### config.mk
export PLATFORM = sky130hd
export DESIGN_NAME = sm3_hash_engine
export DESIGN_NICKNAME = d
export VERILOG_FILES = /design/src/rtl/core/sm3_pkg.sv /design/src/rtl/core/sm3_front.sv /design/src/rtl/core/sm3_queue.sv /design/src/rtl/core/sm3_back.sv /design/src/rtl/core/sm3_hash_engine.sv
export SDC_FILE = /design/constraint.sdc
export NUM_CORES = 2
export LEC_CHECK = 0
export ABC_AREA = 1
export BUFFER_PORTS_ARGS = -buffer_cell sky130_fd_sc_hd__buf_2
export CAP_MARGIN = 20
export CORE_MARGIN = 5
export CORE_UTILIZATION = 35
export DETAILED_ROUTE_END_ITERATION = 10
export PLACE_DENSITY = 0.57
export SYNTH_ARGS = -nofsm -noshare
export SYNTH_HDL_FRONTEND = slang
export SYNTH_HIERARCHICAL = 1
export SYNTH_SLANG_ARGS = --single-unit
export TNS_END_PERCENT = 10
### constraint.sdc
create_clock -name clk -period 14.4 [get_ports clk]
set_input_delay 0.72 -clock clk [delete_from_list [all_inputs] [get_ports clk]]
set_output_delay 0.72 -clock clk [all_outputs]
set_load 0.01 [all_outputs]
### src/rtl/core/sm3_pkg.sv
`default_nettype none
package sm3_pkg;

    localparam logic [31:0] T_LOW = 32'h79CC4519;
    localparam logic [31:0] T_HIGH = 32'h7A879D8A;
    localparam logic [7:0] PAD_BYTE = 8'h80;

    typedef logic [31:0] word_t;
    typedef logic [255:0] state_t;

    localparam state_t IV = {32'h7380166F, 32'h4914B2B9, 32'h172442D7, 32'hDA8A0600,
                             32'hA96F30BC, 32'h163138AA, 32'hE38DEE4D, 32'hB0FB0E4E};

    localparam int unsigned QDEPTH = 4;
    localparam int unsigned QAW = 2;

    // Kinds of words that the front part hands to the back part.
    typedef enum logic [1:0]
    {
        KIND_DATA,
        KIND_PAD,
        KIND_LEN,
        KIND_FINAL
    } kind_t;

    typedef struct packed
    {
        kind_t kind;
        word_t data;
    } qent_t;

    typedef enum logic [1:0]
    {
        BK_LOAD,
        BK_ROUND,
        BK_FOLD,
        BK_OUT
    } bk_state_t;

    function automatic word_t rotl(input word_t x, input logic [4:0] n);
        logic [63:0] d;
        begin
            d = {x, x} << n;
            return d[63:32];
        end
    endfunction

    function automatic word_t p0(input word_t x);
        return x ^ rotl(x, 5'd9) ^ rotl(x, 5'd17);
    endfunction

    function automatic word_t p1(input word_t x);
        return x ^ rotl(x, 5'd15) ^ rotl(x, 5'd23);
    endfunction

endpackage
`default_nettype wire

### src/rtl/core/sm3_front.sv
`default_nettype none
// Classifies incoming requests and expands the last word into padding words.
module sm3_front
(
    input  wire logic           clk,
    input  wire logic           rst_n,
    input  wire logic           in_valid,
    output logic                in_ready,
    input  wire logic [31:0]    msg_word,
    input  wire logic [2:0]     byte_count,
    input  wire logic           last_word,
    output sm3_pkg::qent_t      q_data,
    output logic                q_valid,
    input  wire logic           q_ready
);

    logic        pad_reg, pad_next;
    logic [3:0]  idx_reg, idx_next;
    logic [63:0] len_reg, len_next;
    logic [1:0]  lenph_reg, lenph_next;
    logic        ext_reg, ext_next;
    logic [2:0]  cnt;
    logic [31:0] keep;

    assign cnt = (byte_count > 3'd4) ? 3'd4 : byte_count;
    assign in_ready = !pad_reg && q_ready;

    always_comb
    begin
        keep = 32'hFFFFFFFF;
        unique case (cnt)
            3'd0: keep = 32'h00000000;
            3'd1: keep = 32'hFF000000;
            3'd2: keep = 32'hFFFF0000;
            3'd3: keep = 32'hFFFFFF00;
            default: keep = 32'hFFFFFFFF;
        endcase
    end

    always_comb
    begin
        pad_next = pad_reg;
        idx_next = idx_reg;
        len_next = len_reg;
        lenph_next = lenph_reg;
        ext_next = ext_reg;
        q_valid = 1'b0;
        q_data.kind = sm3_pkg::KIND_DATA;
        q_data.data = msg_word;
        if (!pad_reg)
        begin
            q_valid = in_valid;
            if (last_word)
            begin
                if (cnt == 3'd4)
                begin
                    q_data.data = msg_word;
                    ext_next = 1'b1;
                end
                else
                begin
                    q_data.data = (msg_word & keep)
                                  | ({sm3_pkg::PAD_BYTE, 24'h0} >> {cnt, 3'b000});
                    ext_next = 1'b0;
                end
            end
            if (in_valid && q_ready)
            begin
                idx_next = idx_reg + 4'd1;
                if (last_word)
                begin
                    len_next = len_reg + {58'd0, cnt, 3'b000};
                    pad_next = 1'b1;
                    lenph_next = 2'd0;
                end
                else
                begin
                    len_next = len_reg + 64'd32;
                end
            end
        end
        else
        begin
            q_valid = 1'b1;
            if (ext_reg)
                q_data.data = {sm3_pkg::PAD_BYTE, 24'h0};
            else if (idx_reg == 4'd14)
                q_data.data = len_reg[63:32];
            else if (idx_reg == 4'd15 && lenph_reg == 2'd1)
                q_data.data = len_reg[31:0];
            else
                q_data.data = 32'h0;
            if (!ext_reg && idx_reg == 4'd15 && lenph_reg == 2'd1)
                q_data.kind = sm3_pkg::KIND_FINAL;
            else
                q_data.kind = sm3_pkg::KIND_PAD;
            if (q_ready)
            begin
                idx_next = idx_reg + 4'd1;
                ext_next = 1'b0;
                if (!ext_reg && idx_reg == 4'd14)
                    lenph_next = 2'd1;
                if (!ext_reg && idx_reg == 4'd15 && lenph_reg == 2'd1)
                begin
                    pad_next = 1'b0;
                    len_next = 64'd0;
                    idx_next = 4'd0;
                    lenph_next = 2'd0;
                end
            end
        end
    end

    always_ff @(posedge clk or negedge rst_n)
    begin
        if (!rst_n)
        begin
            pad_reg <= 1'b0;
            idx_reg <= 4'd0;
            len_reg <= 64'd0;
            lenph_reg <= 2'd0;
            ext_reg <= 1'b0;
        end
        else
        begin
            pad_reg <= pad_next;
            idx_reg <= idx_next;
            len_reg <= len_next;
            lenph_reg <= lenph_next;
            ext_reg <= ext_next;
        end
    end

endmodule
`default_nettype wire

### src/rtl/core/sm3_queue.sv
`default_nettype none
module sm3_queue
(
    input  wire logic           clk,
    input  wire logic           rst_n,
    input  wire sm3_pkg::qent_t wr_data,
    input  wire logic           wr_valid,
    output logic                wr_ready,
    output sm3_pkg::qent_t      rd_data,
    output logic                rd_valid,
    input  wire logic           rd_ready
);

    sm3_pkg::qent_t mem_reg [sm3_pkg::QDEPTH];
    logic [sm3_pkg::QAW:0] cnt_reg;
    logic [sm3_pkg::QAW-1:0] wp_reg, rp_reg;
    logic wr_en, rd_en;

    assign wr_ready = cnt_reg != sm3_pkg::QDEPTH[sm3_pkg::QAW:0];
    assign rd_valid = cnt_reg != '0;
    assign rd_data = mem_reg[rp_reg];
    assign wr_en = wr_valid && wr_ready;
    assign rd_en = rd_valid && rd_ready;

    always_ff @(posedge clk)
    begin
        if (wr_en)
            mem_reg[wp_reg] <= wr_data;
    end

    always_ff @(posedge clk or negedge rst_n)
    begin
        if (!rst_n)
        begin
            cnt_reg <= '0;
            wp_reg <= '0;
            rp_reg <= '0;
        end
        else
        begin
            if (wr_en)
                wp_reg <= wp_reg + 1'b1;
            if (rd_en)
                rp_reg <= rp_reg + 1'b1;
            if (wr_en && !rd_en)
                cnt_reg <= cnt_reg + 1'b1;
            else if (rd_en && !wr_en)
                cnt_reg <= cnt_reg - 1'b1;
        end
    end

endmodule
`default_nettype wire

### src/rtl/core/sm3_back.sv
`default_nettype none
// Collects 16 words, runs 64 rounds with a sliding 16-word expansion window.
module sm3_back
(
    input  wire logic           clk,
    input  wire logic           rst_n,
    input  wire sm3_pkg::qent_t q_data,
    input  wire logic           q_valid,
    output logic                q_ready,
    output logic [255:0]        digest,
    output logic                out_valid,
    input  wire logic           out_ready
);

    sm3_pkg::bk_state_t st_reg, st_next;
    logic [31:0] w_reg [16];
    logic [3:0]  idx_reg;
    logic [5:0]  rnd_reg;
    logic        fin_reg;
    logic [255:0] v_reg, r_reg, dig_reg;
    logic        ov_reg;

    logic [31:0] a, b, c, d, e, f, g, h, t, a12, ss1, ss2, ff, gg, tt1, tt2, wn;
    logic take, last_in_blk, round_done;

    assign a = r_reg[255:224]; assign b = r_reg[223:192];
    assign c = r_reg[191:160]; assign d = r_reg[159:128];
    assign e = r_reg[127:96];  assign f = r_reg[95:64];
    assign g = r_reg[63:32];   assign h = r_reg[31:0];

    assign q_ready = (st_reg == sm3_pkg::BK_LOAD);
    assign take = q_valid && q_ready;
    assign last_in_blk = take && idx_reg == 4'd15;
    assign round_done = rnd_reg == 6'd63;
    assign out_valid = ov_reg;
    assign digest = dig_reg;

    always_comb
    begin
        t = sm3_pkg::rotl(rnd_reg < 6'd16 ? sm3_pkg::T_LOW : sm3_pkg::T_HIGH, rnd_reg[4:0]);
        a12 = sm3_pkg::rotl(a, 5'd12);
        ss1 = sm3_pkg::rotl(a12 + e + t, 5'd7);
        ss2 = ss1 ^ a12;
        if (rnd_reg < 6'd16)
        begin
            ff = a ^ b ^ c;
            gg = e ^ f ^ g;
        end
        else
        begin
            ff = (a & b) | (a & c) | (b & c);
            gg = (e & f) | (~e & g);
        end
        tt1 = ff + d + ss2 + (w_reg[0] ^ w_reg[4]);
        tt2 = gg + h + ss1 + w_reg[0];
        wn = sm3_pkg::p1(w_reg[0] ^ w_reg[7] ^ sm3_pkg::rotl(w_reg[13], 5'd15))
             ^ sm3_pkg::rotl(w_reg[3], 5'd7) ^ w_reg[10];
    end

    always_comb
    begin
        st_next = st_reg;
        unique case (st_reg)
            sm3_pkg::BK_LOAD:  if (last_in_blk) st_next = sm3_pkg::BK_ROUND;
            sm3_pkg::BK_ROUND: if (round_done) st_next = sm3_pkg::BK_FOLD;
            sm3_pkg::BK_FOLD:  st_next = fin_reg ? sm3_pkg::BK_OUT : sm3_pkg::BK_LOAD;
            sm3_pkg::BK_OUT:   if (!ov_reg || out_ready) st_next = sm3_pkg::BK_LOAD;
            default:           st_next = sm3_pkg::BK_LOAD;
        endcase
    end

    always_ff @(posedge clk)
    begin
        if (take)
            w_reg[idx_reg] <= q_data.data;
        else if (st_reg == sm3_pkg::BK_ROUND)
        begin
            for (int i = 0; i < 15; i++)
                w_reg[i] <= w_reg[i+1];
            w_reg[15] <= wn;
        end
        if (last_in_blk)
            r_reg <= v_reg;
        else if (st_reg == sm3_pkg::BK_ROUND)
            r_reg <= {tt1, a, sm3_pkg::rotl(b, 5'd9), c,
                      sm3_pkg::p0(tt2), e, sm3_pkg::rotl(f, 5'd19), g};
        if (st_reg == sm3_pkg::BK_OUT && (!ov_reg || out_ready))
            dig_reg <= v_reg;
    end

    always_ff @(posedge clk or negedge rst_n)
    begin
        if (!rst_n)
        begin
            st_reg <= sm3_pkg::BK_LOAD;
            idx_reg <= 4'd0;
            rnd_reg <= 6'd0;
            fin_reg <= 1'b0;
            v_reg <= sm3_pkg::IV;
            ov_reg <= 1'b0;
        end
        else
        begin
            st_reg <= st_next;
            if (take)
            begin
                idx_reg <= idx_reg + 4'd1;
                if (idx_reg == 4'd15)
                    fin_reg <= q_data.kind == sm3_pkg::KIND_FINAL;
            end
            if (st_reg == sm3_pkg::BK_ROUND)
                rnd_reg <= rnd_reg + 6'd1;
            if (st_reg == sm3_pkg::BK_FOLD)
                v_reg <= v_reg ^ r_reg;
            if (st_reg == sm3_pkg::BK_OUT && (!ov_reg || out_ready))
            begin
                ov_reg <= 1'b1;
                v_reg <= sm3_pkg::IV;
            end
            else if (ov_reg && out_ready)
                ov_reg <= 1'b0;
        end
    end

endmodule
`default_nettype wire

### src/rtl/core/sm3_hash_engine.sv
`default_nettype none
// SM3 hash engine.
// The slave channel takes one message word per request: tdata carries msg_word
// in bits 31..0 (first byte in 31..24) and byte_count in bits 34..32, and tlast
// marks the final word of a message. Words that are not last count four bytes.
// The master channel gives one 256-bit digest per message after its last word,
// packed as digest_hi, digest_mid_hi, digest_mid_lo, digest_lo from bit 0 up.
// Words pass through a four-entry queue to the compression unit, which does one
// round per cycle: each 16-word block is loaded, then takes 64 rounds and a
// fold, and the unit takes no new words until that block is through. The last
// word adds padding words that fill out its block and at most one more block;
// after the rounds and fold of the final block, the output state loads the digest.
// A finished digest waits in an output register while the next message is
// loaded; a stalled receiver only holds the unit at the end of the following
// message. Reset loads the initial vector and clears lengths.
module sm3_hash_engine
(
    input  wire logic           clk,
    input  wire logic           rst_n,
    input  wire logic           s_axis_tvalid,
    output logic                s_axis_tready,
    input  wire logic [39:0]    s_axis_tdata,   // msg_word, byte_count, zero fill
    input  wire logic           s_axis_tlast,
    output logic                m_axis_tvalid,
    input  wire logic           m_axis_tready,
    output logic [255:0]        m_axis_tdata    // digest_hi, mid_hi, mid_lo, lo
);

    sm3_pkg::qent_t fq_data, bq_data;
    logic fq_valid, fq_ready, bq_valid, bq_ready;
    logic [255:0] dig;

    sm3_front u_front
    (
        .clk(clk), .rst_n(rst_n),
        .in_valid(s_axis_tvalid), .in_ready(s_axis_tready),
        .msg_word(s_axis_tdata[31:0]), .byte_count(s_axis_tdata[34:32]),
        .last_word(s_axis_tlast),
        .q_data(fq_data), .q_valid(fq_valid), .q_ready(fq_ready)
    );

    sm3_queue u_queue
    (
        .clk(clk), .rst_n(rst_n),
        .wr_data(fq_data), .wr_valid(fq_valid), .wr_ready(fq_ready),
        .rd_data(bq_data), .rd_valid(bq_valid), .rd_ready(bq_ready)
    );

    sm3_back u_back
    (
        .clk(clk), .rst_n(rst_n),
        .q_data(bq_data), .q_valid(bq_valid), .q_ready(bq_ready),
        .digest(dig), .out_valid(m_axis_tvalid), .out_ready(m_axis_tready)
    );

    assign m_axis_tdata = {dig[63:0], dig[127:64], dig[191:128], dig[255:192]};

    a_out_hold: assert property (@(posedge clk) disable iff (!rst_n)
        m_axis_tvalid && !m_axis_tready |=> m_axis_tvalid && $stable(m_axis_tdata))
        else $error("digest changed while stalled");
    a_no_accept_full: assert property (@(posedge clk) disable iff (!rst_n)
        !fq_ready |-> !s_axis_tready)
        else $error("request accepted with queue full");

endmodule
`default_nettype wire

==> reports/metrics.yaml <==
synth_nets: 8440
rows: 174
gp_congestion: 0.973
slew_headroom_pct: 20.9
die_w_microns: 484
grt_usage_pct: 21.8
cts_root_buf: "clkbuf_16"
hold_violations: 0
crit_top_cell: "nand2_1"
overflow: 0
drt_iter0_markers: 5433
drv_cap: 0
syn_area_sq_um: 78700
rsz0062_at_grt: "no"
synthDistinctLibCells: 66
vias: 58100
worstMarginPinSlew_ps: 1170
endpoint_kind: "flop"
area_growth_pct: 13.0
layout_commonest_cell: "nand2_1"
grt_util_met2_pct: 35.9
crit_fanout: 37
yosys.area.top_type: "edfxtp_1"
coreArea_sq_um: 224000
drv_slew: 0
cts_resized: 0
skew_ps: 43.6
grt_pass1_vias: 55416
slowest_delay_ps: 670
wl_microns: 262000
grt.busiest_layer: "met2"
synth-seq-cells: 1505
yosys-top-cells-area: "edfxtp_1 44%, nand2_1 11%, dfrtp_1 7.2%"
cts_buffer_depth: 3
status: "completed"
cts-buffers-inserted: 166
nNetsFinal: 8675
start_util_pct: 35.1
grt_max_degree: 190
setup_viol: 0
cts_tree: "yes"
portBuffers: 297
drive_gt1_share_pct: 10.8
antenna_found_initial: 8
fmax_mhz: 101
period_needed_ps: 9870
largest_reg_flops: 512
dp_hpwl_microns: 195000
postSynthCellCount: 8091
required_ps: 14960
grt_pass1_wl_microns: 383000
die_area_sq_um: 234000
fin_setup_tns_ps: 0
start_kind: "flop"
die_h_microns: 484
route.detailed.drc: 0
final_cell_mix: "2213 x nand2_1, 1160 x edfxtp_1, 954 x inv_1"
ys_seq_area_share_pct: 55.4
ios: 303
grtUsageMet3_pct: 2.92
crit_type: "reg -> reg"
cts.sinks: 1505
post_synth.cell_area_avg_sq_um: 9.73
fin_crit_sh_pct: 68.5
clk_latency_ps: 810
fill_cells: 22072
via_per_inst: 5.07
clk_pin_slew_worst_paths_ps: 60
h-tree-depth: 4
critPathSlowestCell: "o21ai_0"
synth_top_area_share_pct: 44.3
detail_route.wl_per_cell_microns: 22.8
drtPass1Iterations: 8
gr-usage-met1_pct: 29.9
hold_class: "in -> reg"
crit_arrival_ps: 10430
ant_nets: 0
yosys_warnings: 6
final timing paths:
check / slack [ps] / cells past startpoint / from / end
max reg2reg: 4530 / 39 / u_back/rnd_reg[4] / u_back/r_reg[251]
max in group asynchronous: 11270 / 5 / rst_n / u_front/len_reg[35]
min reg2reg: 450 / 1 / u_back/r_reg[53] / u_back/v_reg[53]
min: 210 / 4 / m_axis_tready / u_back/out_valid
max: 4530 / 39 / u_back/rnd_reg[4] / u_back/r_reg[251]
min in group asynchronous: 500 / 2 / rst_n / u_back/v_reg[40]
what timing repair did:
action | CTS | global route
hold endpoints to repair | 41 | 0
setup buffers | 0 | 0
hold buffers | 1 | 0
per-stage QoR:
stage          utilization, %  setup WS, ps  cells  hold slack (ps)  cell area, sq um
3_3_place_gp             37.2          4580  11148              429             83400
3_5_place_dp             37.2          4600  11149              440             83400
4_1_cts                  39.7          4580  11459              132             89000
6_report                 39.7          4530  11462              208             89000
5_1_grt                  39.7          3970  11460              206             89000
2_1_floorplan               -           513   8091              424             78700
critical path, delay by kind of cell, from the launching register on:
kind	cells	cell delay (ps)
XOR/XNOR	2	590
AND/OR/NAND/NOR	15	1610
buffers and inverters	7	1390
flip-flops	1	320
AO/OA/AOI/OAI	8	2730
adder cells (fa/ha/maj)	7	2990
cell families after synthesis:
group	count (synthesis)	synth area share, %
compound gates	1226	8.51
xor+xnor	385	4.67
fa+ha+maj	304	6.64
buf+inv	1274	6.45
flops	1505	55.4
mux	41	0.521
simple gates	3356	17.8
metal layers:
layer	vias up	routed length, microns
li1	27256	-
met1	28579	114000
met2	1946	124000
met3	319	15100
met4	0	8700
met5	-	0
synth_stat cells (all sizes together):
library cell / count
xnor2: 155
o21bai: 16
a31oi: 23
o31ai: 15
or2: 10
a32oi: 1
dfstp: 119
nand3b: 82
ha: 114
a21o: 8
nand4: 51
nor3: 32
o221a: 1
o31a: 1
xnor3: 5
nor4: 4
o32ai: 1
edfxtp: 1160
a21boi: 8
nor3b: 1
a21oi: 228
o2111ai: 1
mux2i: 41
o22ai: 62
a31o: 1
o221ai: 2
clkbuf: 168
inv: 969
and2: 3
and3: 3
o21a: 8
o211ai: 73
and3b: 1
nand3: 493
nor2: 426
fa: 190
xor2: 225
o21ai: 777
buf: 137
nand2: 2250
dfrtp: 226
layout make-up:
class / instances / area [sq um] / share of cell area [%]
inverters: 969 / 3660 / 4.12
flip-flops and latches: 1505 / 43600 / 49.0
clock buffers: 202 / 4350 / 4.89
diodes: 3 / 7.51 / 0.00844
multi-input cells: 5312 / 30300 / 34.0
well taps: 2992 / 3740 / 4.21
repair buffers: 372 / 2140 / 2.41
clock inverters: 107 / 1180 / 1.33
Power is not shown: default switching activity piles up to over one toggle a cycle in this logic, so the estimate is an artifact.
